## src/rtl/assert_macros.svh

```systemverilog
// Assertion macros shared by the voltmeter RTL.
// Needs a clock named aclk and an active-low reset named aresetn in scope.
`ifndef ASSERT_MACROS_SVH
`define ASSERT_MACROS_SVH

// property checked at every clock edge outside reset
`define ASSERT_ALWAYS(label, prop, msg) \
    label: assert property (@(posedge aclk) disable iff (!aresetn) (prop)) else $error(msg);

// same-cycle implication checked outside reset
`define ASSERT_IMPLIES(label, ante, cons, msg) \
    label: assert property (@(posedge aclk) disable iff (!aresetn) (ante) |-> (cons)) \
        else $error(msg);

`endif

```

## src/rtl/vmmr_pkg.sv

```systemverilog
// Package for the voltmeter min/max reporter: codes, sizes and helper functions.
// No dependencies; imported by voltmeter_min_max_reporter.
`timescale 1ns / 1ps

package vmmr_pkg;

    // samples per averaged group, kept a power of two so the average is a shift
    localparam int SAMPLES_LOG2        = 3;
    localparam int SAMPLES_PER_AVERAGE = 1 << SAMPLES_LOG2;

    localparam int SAMPLE_W = 10;
    localparam int CHAR_W   = 8;
    localparam int SUM_W    = SAMPLE_W + SAMPLES_LOG2;
    localparam int LEVEL_W  = 6;
    localparam int BCD_W    = 6;
    localparam int IDX_W    = 4;

    // level limits in tenths of a volt
    localparam logic [LEVEL_W-1:0] LEVEL_MAX = LEVEL_W'(33);
    localparam logic [LEVEL_W-1:0] LEVEL_MIN = '0;

    // input kind codes
    localparam logic KIND_SAMPLE = 1'b0;
    localparam logic KIND_CHAR   = 1'b1;

    // result kind codes
    localparam logic RK_DISPLAY = 1'b0;
    localparam logic RK_TX      = 1'b1;

    // query characters
    localparam logic [CHAR_W-1:0] CHAR_QUERY_MAX = 8'h4D;  // 'M'
    localparam logic [CHAR_W-1:0] CHAR_QUERY_MIN = 8'h6D;  // 'm'

    // byte positions of the reply text
    localparam logic [IDX_W-1:0] REPLY_FIRST = 4'd0;
    localparam logic [IDX_W-1:0] REPLY_LAST  = 4'd9;

    localparam logic [CHAR_W-1:0] ASCII_ZERO    = 8'h30;
    localparam logic [CHAR_W-1:0] ASCII_NEWLINE = 8'h0A;

    // (33*avg + 511) / 1023; the remainder after x>>10 stays below 2*1023
    function automatic logic [LEVEL_W-1:0] scale_level(input logic [SAMPLE_W-1:0] avg);
        logic [15:0] scaled;
        logic [5:0]  q0;
        logic [10:0] rem;
        scaled = 16'(avg) * 16'd33 + 16'd511;
        q0     = scaled[15:10];
        rem    = 11'(scaled[9:0]) + 11'(q0);
        return LEVEL_W'(q0 + ((rem >= 11'd1023) ? 6'd1 : 6'd0));
    endfunction

    // packed bcd of a level 0..33: tens above, tenths in the low nibble
    function automatic logic [BCD_W-1:0] level_to_bcd(input logic [LEVEL_W-1:0] level);
        logic [1:0]         tens;
        logic [LEVEL_W-1:0] units;
        if (level >= LEVEL_W'(30)) begin
            tens  = 2'd3;
            units = level - LEVEL_W'(30);
        end else if (level >= LEVEL_W'(20)) begin
            tens  = 2'd2;
            units = level - LEVEL_W'(20);
        end else if (level >= LEVEL_W'(10)) begin
            tens  = 2'd1;
            units = level - LEVEL_W'(10);
        end else begin
            tens  = 2'd0;
            units = level;
        end
        return {tens, units[3:0]};
    endfunction

    // one byte of "VMax=d.dV\n" or "VMin=d.dV\n"
    function automatic logic [CHAR_W-1:0] reply_byte(input logic             is_max,
                                                     input logic [BCD_W-1:0] bcd,
                                                     input logic [IDX_W-1:0] idx);
        logic [CHAR_W-1:0] b;
        case (idx)
            4'd0:    b = 8'h56;                          // 'V'
            4'd1:    b = 8'h4D;                          // 'M'
            4'd2:    b = is_max ? 8'h61 : 8'h69;         // 'a' / 'i'
            4'd3:    b = is_max ? 8'h78 : 8'h6E;         // 'x' / 'n'
            4'd4:    b = 8'h3D;                          // '='
            4'd5:    b = ASCII_ZERO + CHAR_W'(bcd[5:4]);
            4'd6:    b = 8'h2E;                          // '.'
            4'd7:    b = ASCII_ZERO + CHAR_W'(bcd[3:0]);
            4'd8:    b = 8'h56;                          // 'V'
            4'd9:    b = ASCII_NEWLINE;
            default: b = 8'h00;
        endcase
        return b;
    endfunction

endpackage

```

## src/rtl/voltmeter_min_max_reporter.sv

```systemverilog
// Voltmeter min/max reporter: sample averaging, level scaling and query replies.
// Depends on vmmr_pkg and assert_macros.svh.
`timescale 1ns / 1ps
`include "assert_macros.svh"

// Usage
//   Input stream (s_*): s_tuser is the item kind (0 sample, 1 received character),
//   s_tdata carries the 10-bit sample and the 8-bit character.
//   Output stream (m_*): m_tuser is the result kind (0 display update, 1 transmit
//   byte), m_tdata carries the display bcd and the transmit byte, m_tlast marks
//   the final result of an input item.
//   Every eighth sample yields one display update; 'M' or 'm' yields the ten
//   bytes of the max or min reply; anything else yields nothing.
//   Path: an accepted item waits in the input register, and its result is loaded
//   from there into the output register, which drives the m_* stream.
//   Throughput: one item per cycle while the output is free; a query holds the
//   input register for its ten bytes, one at a time via the single output register.
//   Reset (aresetn low, synchronous) empties both registers, clears the running
//   sum and count, sets the lowest level to 3.3 V and the highest to 0.
//   When m_tready is low the output register holds; the input register still
//   takes one more item, and s_tready drops once that item also has to wait.

module voltmeter_min_max_reporter
    import vmmr_pkg::*;
(
    input  logic        aclk,
    input  logic        aresetn,
    input  logic        s_tvalid,
    output logic        s_tready,
    input  logic [23:0] s_tdata,   // [9:0] sample, [17:10] rx_char, [23:18] zero
    input  logic        s_tuser,   // [0] kind
    output logic        m_tvalid,
    input  logic        m_tready,
    output logic [15:0] m_tdata,   // [5:0] display_bcd, [13:6] tx_byte, [15:14] zero
    output logic        m_tuser,   // [0] result_kind
    output logic        m_tlast
);

    // input register
    logic                in_valid_reg, in_valid_next;
    logic                in_kind_reg;
    logic [SAMPLE_W-1:0] in_sample_reg;
    logic [CHAR_W-1:0]   in_char_reg;

    // block state
    logic [SUM_W-1:0]        sample_sum_reg, sample_sum_next;
    logic [SAMPLES_LOG2-1:0] sample_count_reg, sample_count_next;
    logic [LEVEL_W-1:0]      lowest_level_reg, lowest_level_next;
    logic [LEVEL_W-1:0]      highest_level_reg, highest_level_next;
    logic [IDX_W-1:0]        byte_idx_reg, byte_idx_next;

    // output register
    logic              out_valid_reg, out_valid_next;
    logic              out_kind_reg;
    logic [BCD_W-1:0]  out_bcd_reg;
    logic [CHAR_W-1:0] out_tx_reg;
    logic              out_last_reg;

    logic                s_accept;
    logic [SUM_W-1:0]    sum_ext;
    logic [SAMPLE_W-1:0] avg;
    logic [LEVEL_W-1:0]  level;
    logic                is_sample, group_done, is_query, is_max, has_result;
    logic                out_free, last_byte, in_advance, out_load;
    logic [BCD_W-1:0]    query_bcd;

    // item decode and level computation from the input register
    always_comb begin
        is_sample  = (in_kind_reg == KIND_SAMPLE);
        sum_ext    = sample_sum_reg + SUM_W'(in_sample_reg);
        group_done = is_sample &&
                     (sample_count_reg == SAMPLES_LOG2'(SAMPLES_PER_AVERAGE - 1));
        avg        = SAMPLE_W'(sum_ext >> SAMPLES_LOG2);
        level      = scale_level(avg);
        is_max     = (in_char_reg == CHAR_QUERY_MAX);
        is_query   = !is_sample && (is_max || (in_char_reg == CHAR_QUERY_MIN));
        has_result = group_done || is_query;
        query_bcd  = level_to_bcd(is_max ? highest_level_reg : lowest_level_reg);
    end

    // handshake between the input and output registers
    always_comb begin
        out_free   = !out_valid_reg || m_tready;
        last_byte  = (byte_idx_reg == REPLY_LAST);
        out_load   = in_valid_reg && has_result && out_free;
        in_advance = in_valid_reg && (!has_result || (out_free && (!is_query || last_byte)));
        s_tready   = !in_valid_reg || in_advance;
        s_accept   = s_tvalid && s_tready;
    end

    // next state
    always_comb begin
        in_valid_next      = s_accept ? 1'b1 : (in_advance ? 1'b0 : in_valid_reg);
        sample_sum_next    = sample_sum_reg;
        sample_count_next  = sample_count_reg;
        lowest_level_next  = lowest_level_reg;
        highest_level_next = highest_level_reg;
        byte_idx_next      = byte_idx_reg;

        // running sum and group bookkeeping
        if (in_advance && is_sample) begin
            if (group_done) begin
                sample_sum_next   = '0;
                sample_count_next = '0;
                if (level < lowest_level_reg) begin
                    lowest_level_next = level;
                end
                if (level > highest_level_reg) begin
                    highest_level_next = level;
                end
            end else begin
                sample_sum_next   = sum_ext;
                sample_count_next = sample_count_reg + 1'b1;
            end
        end

        // reply byte sequencer
        if (out_load && is_query) begin
            byte_idx_next = last_byte ? REPLY_FIRST : byte_idx_reg + 1'b1;
        end

        out_valid_next = out_load ? 1'b1 : (m_tready ? 1'b0 : out_valid_reg);
    end

    // control registers
    always_ff @(posedge aclk) begin
        if (!aresetn) begin
            in_valid_reg      <= 1'b0;
            out_valid_reg     <= 1'b0;
            byte_idx_reg      <= REPLY_FIRST;
            sample_sum_reg    <= '0;
            sample_count_reg  <= '0;
            lowest_level_reg  <= LEVEL_MAX;
            highest_level_reg <= LEVEL_MIN;
        end else begin
            in_valid_reg      <= in_valid_next;
            out_valid_reg     <= out_valid_next;
            byte_idx_reg      <= byte_idx_next;
            sample_sum_reg    <= sample_sum_next;
            sample_count_reg  <= sample_count_next;
            lowest_level_reg  <= lowest_level_next;
            highest_level_reg <= highest_level_next;
        end
    end

    // input payload capture on transfer
    always_ff @(posedge aclk) begin
        if (s_accept) begin
            in_kind_reg   <= s_tuser;
            in_sample_reg <= s_tdata[SAMPLE_W-1:0];
            in_char_reg   <= s_tdata[SAMPLE_W+CHAR_W-1:SAMPLE_W];
        end
    end

    // output payload load
    always_ff @(posedge aclk) begin
        if (out_load) begin
            if (is_query) begin
                out_kind_reg <= RK_TX;
                out_bcd_reg  <= '0;
                out_tx_reg   <= reply_byte(is_max, query_bcd, byte_idx_reg);
                out_last_reg <= last_byte;
            end else begin
                out_kind_reg <= RK_DISPLAY;
                out_bcd_reg  <= level_to_bcd(level);
                out_tx_reg   <= '0;
                out_last_reg <= 1'b1;
            end
        end
    end

    assign m_tvalid = out_valid_reg;
    assign m_tdata  = {2'b00, out_tx_reg, out_bcd_reg};
    assign m_tuser  = out_kind_reg;
    assign m_tlast  = out_last_reg;

    // checks
    `ASSERT_ALWAYS(a_level_range,
        (lowest_level_reg <= LEVEL_MAX) && (highest_level_reg <= LEVEL_MAX),
        "tracked level above 3.3 V")
    `ASSERT_ALWAYS(a_byte_idx_range, byte_idx_reg <= REPLY_LAST,
        "reply byte index past end of text")
    `ASSERT_IMPLIES(a_reply_owner, byte_idx_reg != REPLY_FIRST,
        in_valid_reg && is_query, "reply in progress without a held query")
    `ASSERT_IMPLIES(a_reply_ends_newline, out_valid_reg && out_kind_reg == RK_TX && out_last_reg,
        out_tx_reg == ASCII_NEWLINE, "reply does not end in a newline")

endmodule
```

## config.mk

```make
export PLATFORM = sky130hd
export DESIGN_NAME = voltmeter_min_max_reporter
export DESIGN_NICKNAME = d
export VERILOG_FILES = /design/src/rtl/vmmr_pkg.sv /design/src/rtl/voltmeter_min_max_reporter.sv
export VERILOG_INCLUDE_DIRS = /design/src /design/src/rtl
export SDC_FILE = /design/constraint.sdc
export NUM_CORES = 1
export LEC_CHECK = 0
export BUFFER_PORTS_ARGS = -buffer_cell sky130_fd_sc_hd__buf_2
export CAP_MARGIN = 20
export CORE_MARGIN = 2
export CORE_UTILIZATION = 55
export CTS_BUF_LIST = sky130_fd_sc_hd__clkbuf_8 sky130_fd_sc_hd__clkbuf_16
export DETAILED_ROUTE_END_ITERATION = 8
export MAX_ROUTING_LAYER = met4
export PLACE_DENSITY = 0.74
export SYNTH_ARGS = -nofsm -noshare
export SYNTH_HDL_FRONTEND = slang
export SYNTH_SLANG_ARGS = --single-unit
```

## constraint.sdc

```tcl
create_clock -name aclk -period 8.5 [get_ports aclk]
set_input_delay 1.7 -clock aclk [delete_from_list [all_inputs] [get_ports aclk]]
set_output_delay 1.7 -clock aclk [all_outputs]
set_load 0.005 [all_outputs]
```

=== Word level (Yosys, flattened, before mapping) ===
Index checks and enable logic that the tools add are counted.

* Register bits: 69
* Bits of input ports: 29
* Output and inout bits: 20
* Word-level logic and storage cells: 101

* Order comparisons: 9
* Muxes and demuxes: 25
* Reduce and logical (&&, ||, !) cells: 25
* Equality and inequality tests: 12
* Add/subtract/negate cells: 14
* $mul: 1
* Bitwise logic cells: 1

{| class="wikitable"
|+ Operator list
! cell !! count
|-
| 7-bit case mux with 9 select lines || 1
|-
| 4-bit 2-to-1 mux || 8
|-
| 6-bit by 5-bit greater-or-equal comparator with 1-bit output, second input constant || 4
|-
| 16-bit by 9-bit adder with 16-bit output, second input constant || 1
|-
| 4-bit by 3-bit == test with 1-bit output, second input constant || 4
|-
| 8-bit by 7-bit == test with 1-bit output, second input constant || 2
|-
| 10-bit by 6-bit multiplier with 16-bit output, second input constant || 1
|-
| 4-bit subtractor, second input constant || 4
|-
| 13-bit by 10-bit adder with 13-bit output || 1
|-
| 13-bit 2-to-1 mux || 1
|-
| 6-bit by 4-bit greater-or-equal comparator with 1-bit output, second input constant || 2
|-
| 10-bit by 6-bit adder with 11-bit output || 1
|-
| 11-bit by 10-bit greater-or-equal comparator with 1-bit output, second input constant || 1
|-
| 1-bit logical AND || 9
|-
| 4-bit by 2-bit == test with 1-bit output, second input constant || 2
|-
| 4-bit == test, second input constant || 2
|-
| 1-bit 2-to-1 mux || 8
|-
| 2-bit 2-to-1 mux || 4
|-
| 4-bit by 3-bit subtractor with 4-bit output, second input constant || 2
|-
| 6-bit by 2-bit adder with 7-bit output, first input constant || 1
|-
| 6-bit by 4-bit adder with 7-bit output, first input constant || 1
|-
| 6-bit by 1-bit adder with 6-bit output || 1
|-
| 6-bit > comparator || 1
|-
| 1-bit logical OR || 6
|-
| other kinds (14) || 19
|}

=== Longest topological paths before layout ===
Gate-level depths: netlist (run 1).

* Depth after elaboration: 11
* Gate-level depth with buffers: 42
* Depth with buffers taken out: 40

=== Worst setup path before layout (run 1) ===
No wires, ideal clock.

* Path kind: flip-flop to flip-flop
* Start point: reg in_sample_reg[3]
* End point: reg lowest_level_reg[1]
* Setup time: 128 ps
* Buffers on the path: 2
* Data arrival time: 8781 ps
* Clock period less this slack: 8909 ps
* Cell stages (with the launch flop): 38
* Slack: -409 ps
* Required time: 8372 ps
* Cells stage by stage: edfxtp_1 -> ha_1 -> a21o_1 -> a311o_1 -> or3_1 -> buf_6 -> inv_2 -> nand2_1 -> fa_1 -> inv_1 -> fa_1 -> ha_1 -> buf_2 -> nand4_1 -> or3_1 -> or4_1 -> mux2i_4 -> o211ai_4 -> [... 2 more ...] -> a21o_1 -> a21o_1 -> maj3_1 -> a21o_1 -> a22oi_1 -> nor2_1 -> ha_1 -> ha_1 -> a311o_1 -> a21oi_2 -> xnor2_2 -> clkinv_2 -> ha_1 -> o21ai_0 -> nand2b_1 -> a2111oi_2 -> mux2i_1 -> nor2_1

* Longest elaborated chain between the ends: 9

{| class="wikitable"
|+ RTL lines
! element !! line !! RTL
|-
| start: declaration || voltmeter_min_max_reporter.sv:42 || <nowiki>logic [SAMPLE_W-1:0] in_sample_reg;</nowiki>
|-
| start signal: assignment || voltmeter_min_max_reporter.sv:150 || <nowiki>in_sample_reg <= s_tdata[SAMPLE_W-1:0];</nowiki>
|-
| 13-bit by 10-bit adder with 13-bit output (*) || voltmeter_min_max_reporter.sv:70 || <nowiki>sum_ext = sample_sum_reg + SUM_W'(in_sample_reg);</nowiki>
|-
| 10-bit by 6-bit multiplier with 16-bit output (*) || vmmr_pkg.sv:46 || <nowiki>scaled = 16'(avg) * 16'd33 + 16'd511;</nowiki>
|-
| 16-bit by 9-bit adder with 16-bit output (*) || vmmr_pkg.sv:46 ||
|-
| 10-bit by 6-bit adder with 11-bit output || vmmr_pkg.sv:48 || <nowiki>rem = 11'(scaled[9:0]) + 11'(q0);</nowiki>
|-
| 11-bit by 10-bit greater-or-equal comparator with 1-bit output || vmmr_pkg.sv:49 || <nowiki>return LEVEL_W'(q0 + ((rem >= 11'd1023) ? 6'd1 : 6'd0));</nowiki>
|-
| 1-bit 2-to-1 mux || vmmr_pkg.sv:49 ||
|-
| 6-bit by 1-bit adder with 6-bit output (*) || vmmr_pkg.sv:49 ||
|-
| 6-bit < comparator || voltmeter_min_max_reporter.sv:105 || <nowiki>if (level < lowest_level_reg) begin</nowiki>
|-
| 3-bit AND reduction (no source line) || -- ||
|-
| end signal: assignment || voltmeter_min_max_reporter.sv:141 || <nowiki>lowest_level_reg <= lowest_level_next;</nowiki>
|-
| end: declaration || voltmeter_min_max_reporter.sv:48 || <nowiki>logic [LEVEL_W-1:0] lowest_level_reg, lowest_level_next;</nowiki>
|}

Every way passes the cells marked *; elsewhere a longest branch is shown, timed or not.
A chain may end at the register's enable or synchronous reset.

=== Worst setup path in the final report (run 1) ===
* Start point: reg in_sample_reg[0]
* End point: reg lowest_level_reg[0]

The elaborated chain is that of the path after synthesis.

==> metrics, run 1 <==
status completed; layout cells sized above 1 25.9%; Design Area, Final 6540 um^2; RD Place Congestion 0.988; Synth Register Bits 68; CTS Hold Bufs 0; clk_lat worst skew approximately 0.35 ns; WP data required between 8 and 9 ns; Pint 0.838 mW; CTS sink cnt between 60 and 70; commonest non-fill, non-tap cell in the layout nor2_1; final number of max-transition violations 0; Syn Area/Cell 9.14 um^2; most frequent cells in the layout 66 x nor2_1, 49 x ha_1, 44 x buf_4, 39 x inv_1, 39 x buf_2; max FFs per register 13; clock share of power 22.1%; Placed Instance Area between 5000 and 6000 um^2; initial core utilization 57.3%; Max Clk Rate 120 MHz; H-Tree Depth 3; sequential-to-total area share from yosys stat a little under a third; slew at the pin with the worst max-slew slack roughly 0.84 ns; Via density 5.83; Worst Clk Skew 0.0138 ns; Mapped Cells a little under 600; Final Power 1.33 mW; Psw 0.494 mW; GR Util All Layers 25.4%; CP Class reg2reg; Port Buf Inserts 39; I/O Pins 49; CP max-delay cell or4_4; first-pass GRT wire length 20.7 mm; mapped cell area 5350 um^2; DR vias 4650; Worst path max stage delay 0.55 ns; dpl hpwl 9.14 mm; Die Span Y 103 um; CTS root buf clkbuf_8; Fin. Hold Viols 0; crit path capture type flip-flop; post-route ant nets 0; CP max FO 5; DRC violations left 0; Setup-failing EPs final 0; sw frac 37.1%; Worst Hold Class reg2reg; Tcrit/Tclk final 98.3%; clock tree buffer depth 2; initial drt markers 209; Die Wd around 100 um; Slew Limit Headroom 43.3%; Static Leak roughly 2.7 nW; Area Growth Syn to Fin 22.3%; vias in the first global route 4397; min cycle time layout 8.36 ns; fillers 699; Critical Path AT 8.59 ns; largest net degree at the start of global routing 33; Power Dens Cells just over 200 nW/um^2; register share of total power a little over a quarter; Synth async-reset ratio 0%; Synth cell types 78; Max Cap Viol 0; total CTS buffers 9; Yosys warning count 0; DR WL/cell between 15 and 20 um; CP most frequent cell ha_4; critical path launch point type flip-flop; Reg area about 1700 um^2; initial antenna violation count 0; Nets around 760; VDD IR max 119 uV; most common flop cell mapped by yosys edfxtp_1; final wirelength approximately 13 mm; TritonCTS clock tree built; core area 9330 um^2; First-pass DRT Iterations 7; RSZ-0062 raised after global routing yes; area of the multi-input gates 3720 um^2; Gate power share 51.0%; GRT Residual Overflow 0; antenna cells 0; Post-synth EDFFs 34; Cell Rows 35; Clk pin slew, worst setup/hold paths ~0.090 ns; die area 10500 um^2
-- final timing paths --
check / to / slack (ns) / cells past startpoint / startpoint
worst max-delay path: lowest_level_reg[0] / 0.14 / 38 / in_sample_reg[0]
worst min-delay path: m_tvalid / 0.50 / 2 / m_tvalid
worst max register to register: lowest_level_reg[0] / 0.14 / 38 / in_sample_reg[0]
worst min register to register: m_tvalid / 0.50 / 2 / m_tvalid
-- power groups by stage --
stage / clock [mW] / sequential (mW) / combinational (mW)
after CTS: 0.298 / 0.358 / 0.601
after global placement: 0 / 0.365 / 0.567
after global routing: 0.315 / 0.359 / 0.747
final: 0.294 / 0.358 / 0.679
after floorplan: 0 / 0.365 / 0.413
after detailed placement: 0 / 0.366 / 0.586
-- logic make-up (layout without fill, tap and decap cells) --
group                    Yosys count  in the layout  synth area share [%]
AO/OA/AOI/OAI                    160            160                  21.0
adder cells (fa/ha/maj)           68             68                  16.4
AND/OR/NAND/NOR                  178            178                  16.4
multiplexers                      13             13                  2.76
other                              1              3                0.0701
XOR/XNOR                          32             32                  6.43
flip-flops                        68             68                  31.8
buffers and inverters             65            146                  5.15
-- cell type report --
class,instances,area share (%)
Timing Repair Buffer,87,8.97
Clock inverter,7,1.38
Multi-Input combinational cell,454,56.8
Inverter,43,2.49
Tap cell,129,2.47
Clock buffer,9,1.89
Sequential cell,68,26.0
-- routing by layer --
metal / GRT usage [%] / vias to the layer above / wire length, um
li1: - / 2296 / -
met5: - / - / 0
met1: 32.5 / 2183 / 5650
met2: 41.9 / 151 / 6200
met4: 6.97 / 0 / 201
met3: 4.07 / 20 / 613
-- worst max-delay path, delay by kind of cell (launching register included) --
kind | cells | cell delay [ns]
fa+ha+maj | 10 | 2.57
compound gates | 13 | 2.33
simple gates | 8 | 1.72
flops | 1 | 0.43
mux | 2 | 0.39
buf+inv | 3 | 0.39
xor+xnor | 2 | 0.37
-- Yosys cell counts, drive strengths merged (14+ instances only) --
cell type,instances,area [um^2]
xnor2,27,267
nand2,29,109
dfxtp,34,681
a21o,17,128
nor3,16,85.1
clkbuf,14,52.6
inv,42,158
nor2,69,259
ha,63,788
o21ai,27,135
a21oi,42,214
edfxtp,34,1020
-- metrics by stage --
| stage | util, % | setup TNS (ns) | cells | setup WS [ns] | hold WS (ns) |
|---|---|---|---|---|---|
| after global routing | 70.1 | -2.38 | 797 | -0.260 | 0.521 |
| after detailed placement | 63.7 | -0.254 | 772 | -0.0536 | 0.488 |
| after floorplan | - | 0 | 587 | 0.0173 | 0.457 |
| final | 70.1 | 0 | 797 | 0.144 | 0.496 |
| after CTS | 66.6 | 0 | 789 | 0.00199 | 0.501 |
| after global placement | 63.7 | 0 | 772 | 0.0231 | 0.462 |
-- timing repair --
action | CTS | global route
resized for setup | 10 | 43
setup endpoints to repair | 11 | 16
pin swaps | 9 | 45
setup buffers | 0 | 8
gates cloned | 1 | 0
Power figures use the tool's default switching activity.
==> run 2, diff against run 1 <==
--- a/config.mk
+++ b/config.mk
@@ -6,6 +6,7 @@
 export SDC_FILE = /design/constraint.sdc
 export NUM_CORES = 1
 export LEC_CHECK = 0
+export ABC_AREA = 1
 export BUFFER_PORTS_ARGS = -buffer_cell sky130_fd_sc_hd__buf_2
 export CAP_MARGIN = 20
 export CORE_MARGIN = 2
@@ -13,7 +14,7 @@
 export CTS_BUF_LIST = sky130_fd_sc_hd__clkbuf_8 sky130_fd_sc_hd__clkbuf_16
 export DETAILED_ROUTE_END_ITERATION = 8
 export MAX_ROUTING_LAYER = met4
-export PLACE_DENSITY = 0.74
+export PLACE_DENSITY = 0.84
 export SYNTH_ARGS = -nofsm -noshare
 export SYNTH_HDL_FRONTEND = slang
 export SYNTH_SLANG_ARGS = --single-unit
==> run 2 against run 1 <==
Against the previous run: flip-flop and latch count is the same; total power shrank 11%; design area down 6.5%; core utilization shrank 7.3 points; final cell count is 10% higher; die area grew 2.3%; sequential share of layout area up 1.8 points; hold slack got worse by 0.023 ns; largest power group unchanged.
==> metrics, run 2 <==
status completed; dpl hpwl 9.32 mm (+1.9%); most frequent cells in the layout 117 x nand2_1, 93 x inv_1, 69 x a21oi_1, 60 x ha_1, 56 x nor2_1; DR WL/cell 14.0 um (-12%); Setup-failing EPs final 0 (unchanged); first-pass GRT wire length 21.0 mm (+1.7%); Port Buf Inserts 39 (unchanged); RD Place Congestion 0.959 (-2.9%); GRT Residual Overflow 0 (unchanged); Max Cap Viol 0 (unchanged); Via density 5.48 (-6.2%); WP data required 8.80 ns (+0.07 ns); Synth cell types 54 (-31%); area of the multi-input gates 3420 um^2 (-7.9%); Area Growth Syn to Fin 11.7%; R2R Setup Slk 0.57 ns (+0.43 ns); die area 10800 um^2 (+2.3%); Die Span Y 104 um (+1.2%); DRC violations left 0 (unchanged); fillers 857 (+23%); critical path launch point type flip-flop; I/O Pins 49 (unchanged); post-route ant nets 0 (unchanged); initial antenna violation count 0 (unchanged); Worst Hold Class reg2reg; Nets 837 (+10%); CP Class reg2reg; sequential-to-total area share from yosys stat 31.1% (-0.75 points); Syn Area/Cell 7.90 um^2 (-14%); H-Tree Depth 3 (unchanged); layout cells sized above 1 17.6% (-8.3 points); Reg area 1700 um^2 (unchanged); antenna cells 0 (unchanged); GR Util All Layers 24.1% (-1.3 points); slew at the pin with the worst max-slew slack 0.645 ns (-0.197 ns); total CTS buffers 9 (unchanged); CTS sink cnt 68 (unchanged); Synth async-reset ratio 0% (unchanged); TritonCTS clock tree built; First-pass DRT Iterations 5 (-2); DR vias 4813 (+3.5%); CP max FO 8 (+3); Final Util 62.9% (-7.3 points); Static Leak 2.89 nW (+5.8%); Fin. Hold Viols 0 (unchanged); Cells after DPL 861 (+12%); initial core utilization 56.3% (-1.0 points); CTS Hold Bufs 0 (unchanged); largest net degree at the start of global routing 29 (-12%); initial drt markers 253 (+21%); Max Clk Rate 126 MHz (+5.4%); Cell Rows 36 (+2.9%); Post-Layout Cell Count 879 (+10%); most common flop cell mapped by yosys edfxtp_1; CTS root buf clkbuf_8; core area 9730 um^2 (+4.3%); Worst path max stage delay 0.54 ns (about the same); Placement Setup Slack 0.261 ns (+0.315 ns); Tcrit/Tclk final 93.2% (-5.1 points); clock tree buffer depth 2 (unchanged); min cycle time layout 7.93 ns (-0.431 ns); top-area cell type share of the netlist area 18.6% (-0.45 points); Placed Instance Area 5820 um^2 (-2.0%); clk_lat worst skew 0.35 ns (about the same); Slew Limit Headroom 56.6% (+13 points); final number of max-transition violations 0 (unchanged); Yosys warning count 0 (unchanged); Critical Path AT 8.22 ns (-0.37 ns); crit path capture type flip-flop; Mapped Cells 693 (+18%); commonest non-fill, non-tap cell in the layout nand2_1; synth cell count leaders 117 x nand2_1, 92 x inv_1, 70 x a21oi_1; Post-synth EDFFs 34 (unchanged); max FFs per register 13 (unchanged); VDD IR max 117 uV (-1.5%); mapped cell area 5480 um^2 (+2.4%); count leader, synth nand2_1; CP most frequent cell ha_1; Clk pin slew, worst setup/hold paths 0.07 ns (-0.02 ns); Worst Clk Skew 0.0113 ns (-0.00248 ns); vias in the first global route 4785 (+8.8%); Synth Register Bits 68 (unchanged); Design Area, Final 6120 um^2 (-6.5%); Synth area leader edfxtp_1; Synth area leaders edfxtp_1 19%, ha_1 14%, dfxtp_1 12%; CP max-delay cell fa_1; worst setup margin 0.574 ns (+0.431 ns); Die Wd 104 um (+1.2%); final wirelength 12.3 mm (-2.7%); Power Dens Cells 194 nW/um^2 (-4.6%); WHS 0.473 ns (-0.0232 ns)
-- run 2: cell count changes after synthesis, moves of 12 or more --
cell,change
a21o_1,-12
a21oi_1,+29
nor2_1,-12
nand2_1,+88
inv_1,+52
nand3_1,+33
nand2_2,+19
xor2_1,+18
nand2_4,+13
xnor2_1,-22
-- run 2: worst max-delay path: cells and delay by family, from the launching register on --
family,cells,cell delay [ns]
adders and majority gates,11,3.58
buffers and inverters,3,0.32
xor gates and xnor gates,3,0.51
AOI/OAI and AO/OA,10,1.62
and+or+nand+nor,13,1.45
DFF,1,0.38
-- run 2: path summary, 6_finish.rpt --
path,end,depth (start not counted),startpoint
worst max-delay path,lowest_level_reg[4],40,in_sample_reg[0]
worst min-delay path,sample_sum_reg[5],2,sample_sum_reg[5]
worst max register to register,lowest_level_reg[4],40,in_sample_reg[0]
worst min register to register,sample_sum_reg[5],2,sample_sum_reg[5]
-- run 2: through the flow --
stage                       TNS, ns  power, mW
after floorplan                   0      0.765
after global placement            0      0.850
after detailed placement          0      0.871
after CTS                         0       1.16
after global routing      -0.000202       1.26
final                             0       1.19
-- run 2: cell type report --
class / count / area share [%]
clock inverter: 6 / 1.31
sequential: 68 / 27.8
clock buffer: 10 / 2.25
multi-input combinational: 518 / 56.0
timing repair buffer: 43 / 3.68
inverter: 101 / 6.28
tap: 133 / 2.72
-- run 2: what timing repair did --
item | in CTS | in global routing
gates resized for setup | 0 | 13
setup buffers | 0 | 1
setup endpoints to repair | 0 | 12
-- run 2: layer usage --
layer / wire length [um] / vias up / GRT usage, %
li1: - / 2423 / -
met1: 5280 / 2231 / 28.0
met2: 6260 / 135 / 42.2
met3: 552 / 24 / 3.96
met4: 229 / 0 / 8.40
met5: 0 / - / -
-- run 2: logic make-up (layout without fill, tap and decap cells) --
family / Yosys count / in the layout / synth area share (%)
fa+ha+maj: 67 / 67 / 15.9
simple gates: 288 / 288 / 26.8
xor+xnor: 22 / 22 / 3.66
buf+inv: 109 / 160 / 7.79
other cells: 1 / 3 / 0.0685
compound gates: 138 / 138 / 14.8
flops: 68 / 68 / 31.1
-- run 2: report_power, final --
part,internal [mW],leakage [nW],switching (mW)
clock,0.170,0.115,0.122
combinational,0.197,2.17,0.340
sequential,0.355,0.606,0.00404
==> run 3, diff against run 2 <==
--- a/config.mk
+++ b/config.mk
@@ -9,12 +9,14 @@
 export ABC_AREA = 1
 export BUFFER_PORTS_ARGS = -buffer_cell sky130_fd_sc_hd__buf_2
 export CAP_MARGIN = 20
+export CELL_PAD_IN_SITES_DETAIL_PLACEMENT = 0
+export CELL_PAD_IN_SITES_GLOBAL_PLACEMENT = 1
 export CORE_MARGIN = 2
-export CORE_UTILIZATION = 55
+export CORE_UTILIZATION = 41
 export CTS_BUF_LIST = sky130_fd_sc_hd__clkbuf_8 sky130_fd_sc_hd__clkbuf_16
 export DETAILED_ROUTE_END_ITERATION = 8
 export MAX_ROUTING_LAYER = met4
-export PLACE_DENSITY = 0.84
+export PLACE_DENSITY = 0.88
 export SYNTH_ARGS = -nofsm -noshare
 export SYNTH_HDL_FRONTEND = slang
 export SYNTH_SLANG_ARGS = --single-unit
==> run 3 against run 2 <==
Against the previous run: clock skew fell by 0.0039 ns; clock power up 24%; first-iteration DRC count down 13%; sequential power about the same; total power is 4.2% higher; non-clock buffer count rose by 2; via count decreased by 3.4%; register-to-register slack improved by 0.02 ns; global-route usage down 6.3 points; critical path depth down 2; wire length is 3.5% lower; critical path type unchanged; design area is 1.9% higher.
==> metrics, run 3 (same netlist as run 2, synthesis figures left out) <==
status completed; Placed Instance Area 5870 um^2 (+0.92%); clk_lat worst skew 0.33 ns (-0.02 ns); dpl hpwl 9.25 mm (-0.70%); Design Area, Final 6230 um^2 (+1.9%); Final Util 47.5% (-15 points); Fin. Hold Viols 0 (unchanged); max FFs per register 13 (unchanged); Area Growth Syn to Fin 13.8%; Max Clk Rate 126 MHz (+0.20%); crit path from in_sample_reg[0]; Via density 5.03 (-8.1%); Slew Limit Headroom 50.9% (-5.7 points); I/O Pins 49 (unchanged); VDD IR max 129 uV (+9.8%); Worst Hold Class reg2reg; largest net degree at the start of global routing 29 (unchanged); post-route ant nets 0 (unchanged); Nets 839 (+0.24%); Hold Path End sample_count_reg[1]; Placement Setup Slack 0.253 ns (-0.00834 ns); CTS sink cnt 68 (unchanged); Setup-failing EPs final 0 (unchanged); final number of max-transition violations 0 (unchanged); antenna cells 0 (unchanged); final wirelength 11.9 mm (-3.5%); Worst path max stage delay 0.43 ns (-0.11 ns); CTS root buf clkbuf_16; Power Dens Cells 199 nW/um^2 (+2.3%); clock tree buffer depth 2 (unchanged); first-pass GRT wire length 20.3 mm (-3.7%); H-Tree Depth 3 (unchanged); CP max FO 8 (unchanged); Worst Clk Skew 0.00740 ns (-0.00393 ns); TritonCTS clock tree built; reg2reg end lowest_level_reg[5]; CTS Hold Bufs 0 (unchanged); WHS 0.470 ns (-0.00293 ns); reg2reg start in_sample_reg[0]; aggregate negative setup slack 0 ns (unchanged); total CTS buffers 9 (unchanged); WP data required 8.71 ns (-0.09 ns); vias in the first global route 4503 (-5.9%); layout cells sized above 1 17.8% (+0.22 points); slew at the pin with the worst max-slew slack 0.729 ns (+0.0847 ns); commonest non-fill, non-tap cell in the layout nand2_1; CP delay by family, top adder cells; Max Cap Viol 0 (unchanged); initial drt markers 220 (-13%); CP Class reg2reg; Clk pin slew, worst setup/hold paths 0.06 ns (about the same); die area 14300 um^2 (+33%); crit path capture type flip-flop; R2R Setup Slk 0.59 ns (+0.02 ns); min cycle time layout 7.91 ns (-0.0161 ns); Port Buf Inserts 39 (unchanged); most frequent cells in the layout 117 x nand2_1, 91 x inv_1, 70 x a21oi_1, 61 x ha_1, 56 x nor2_1; GR Util All Layers 17.7% (-6.3 points); hold_sp sample_count_reg[1]; Die Wd 120 um (+15%); CP bufs+invs 2 (-1); Hold Path Depth 2 (unchanged); critical path launch point type flip-flop; CP max-delay cell fa_1; core area 13100 um^2 (+35%); GRT Residual Overflow 0 (unchanged); First-pass DRT Iterations 6 (+1); Static Leak 2.94 nW (+1.6%); worst setup margin 0.591 ns (+0.0161 ns); CP most frequent cell ha_1; Cell Rows 42 (+17%); Tcrit/Tclk final 93.1% (-0.19 points); RD Place Congestion 0.880 (-8.2%); Die Span Y 120 um (+15%); Critical Path AT 8.11 ns (-0.11 ns); r2r worst-path depth 38 (-5.0%); DR WL/cell 12.9 um (-8.2%); initial antenna violation count 0 (unchanged); DRC violations left 0 (unchanged); DR vias 4650 (-3.4%); initial core utilization 41.7% (-15 points)
run 3: cell count changes in the layout (fill, tap and decap cells not counted), sizes merged:
| cell | previous run | this run |
|---|---|---|
| inv | 101 | 100 |
| clkinvlp | 1 | 0 |
| clkbuf | 10 | 11 |
| buf | 43 | 45 |
| clkinv | 3 | 6 |
| bufinv | 2 | 0 |
run 3: how the worst max path moves through the flow:
stage / end / cells after the start
CTS: lowest_level_reg[5] / 39
floorplan: lowest_level_reg[2] / 40
global route: lowest_level_reg[5] / 40
global placement: lowest_level_reg[5] / 39
finish: lowest_level_reg[5] / 38
detailed placement: lowest_level_reg[2] / 40
run 3: timing repair:
item / in CTS / in global routing
setup endpoints to repair: 0 / 12
resized for setup: 0 / 8
buffers inserted: 0 / 3
hold endpoints to repair: 0 / 0
run 3: per-layer routing:
layer	part of all wire, %	track usage [%]	wire, um	vias up
met2	48	30.2	5730	84
met4	1.3	4.49	160	0
met1	46	21.8	5530	2131
li1	-	-	-	2421
met5	0	-	0	-
met3	4.0	3.37	480	14
run 3: metrics by stage:
stage	power (mW)	instances
floorplan	0.765	695
global placement	0.857	904
detailed placement	0.868	904
CTS	1.24	920
global route	1.33	924
finish	1.24	924
run 3: final cells by class:
type / count / area (um^2)
tap: 176 / 220
fill: 1291 / 6900
timing repair buffer: 45 / 240
clock inverter: 5 / 32.5
multi-input combinational: 518 / 3390
inverter: 101 / 384
sequential: 68 / 1700
clock buffer: 11 / 264
run 3: worst min-delay path: cells and delay by family, from the launching register on:
family           cells  cell delay (ns)
AND/OR/NAND/NOR      1             0.06
flip-flops           1             0.31
AO/OA/AOI/OAI        1             0.05
run 3: report_power, final:
part | leakage (nW) | switching [mW] | internal, mW
registers | 0.606 | 0.00393 | 0.355
clock network | 0.151 | 0.140 | 0.223
logic | 2.18 | 0.324 | 0.193
total | 2.94 | 0.467 | 0.770
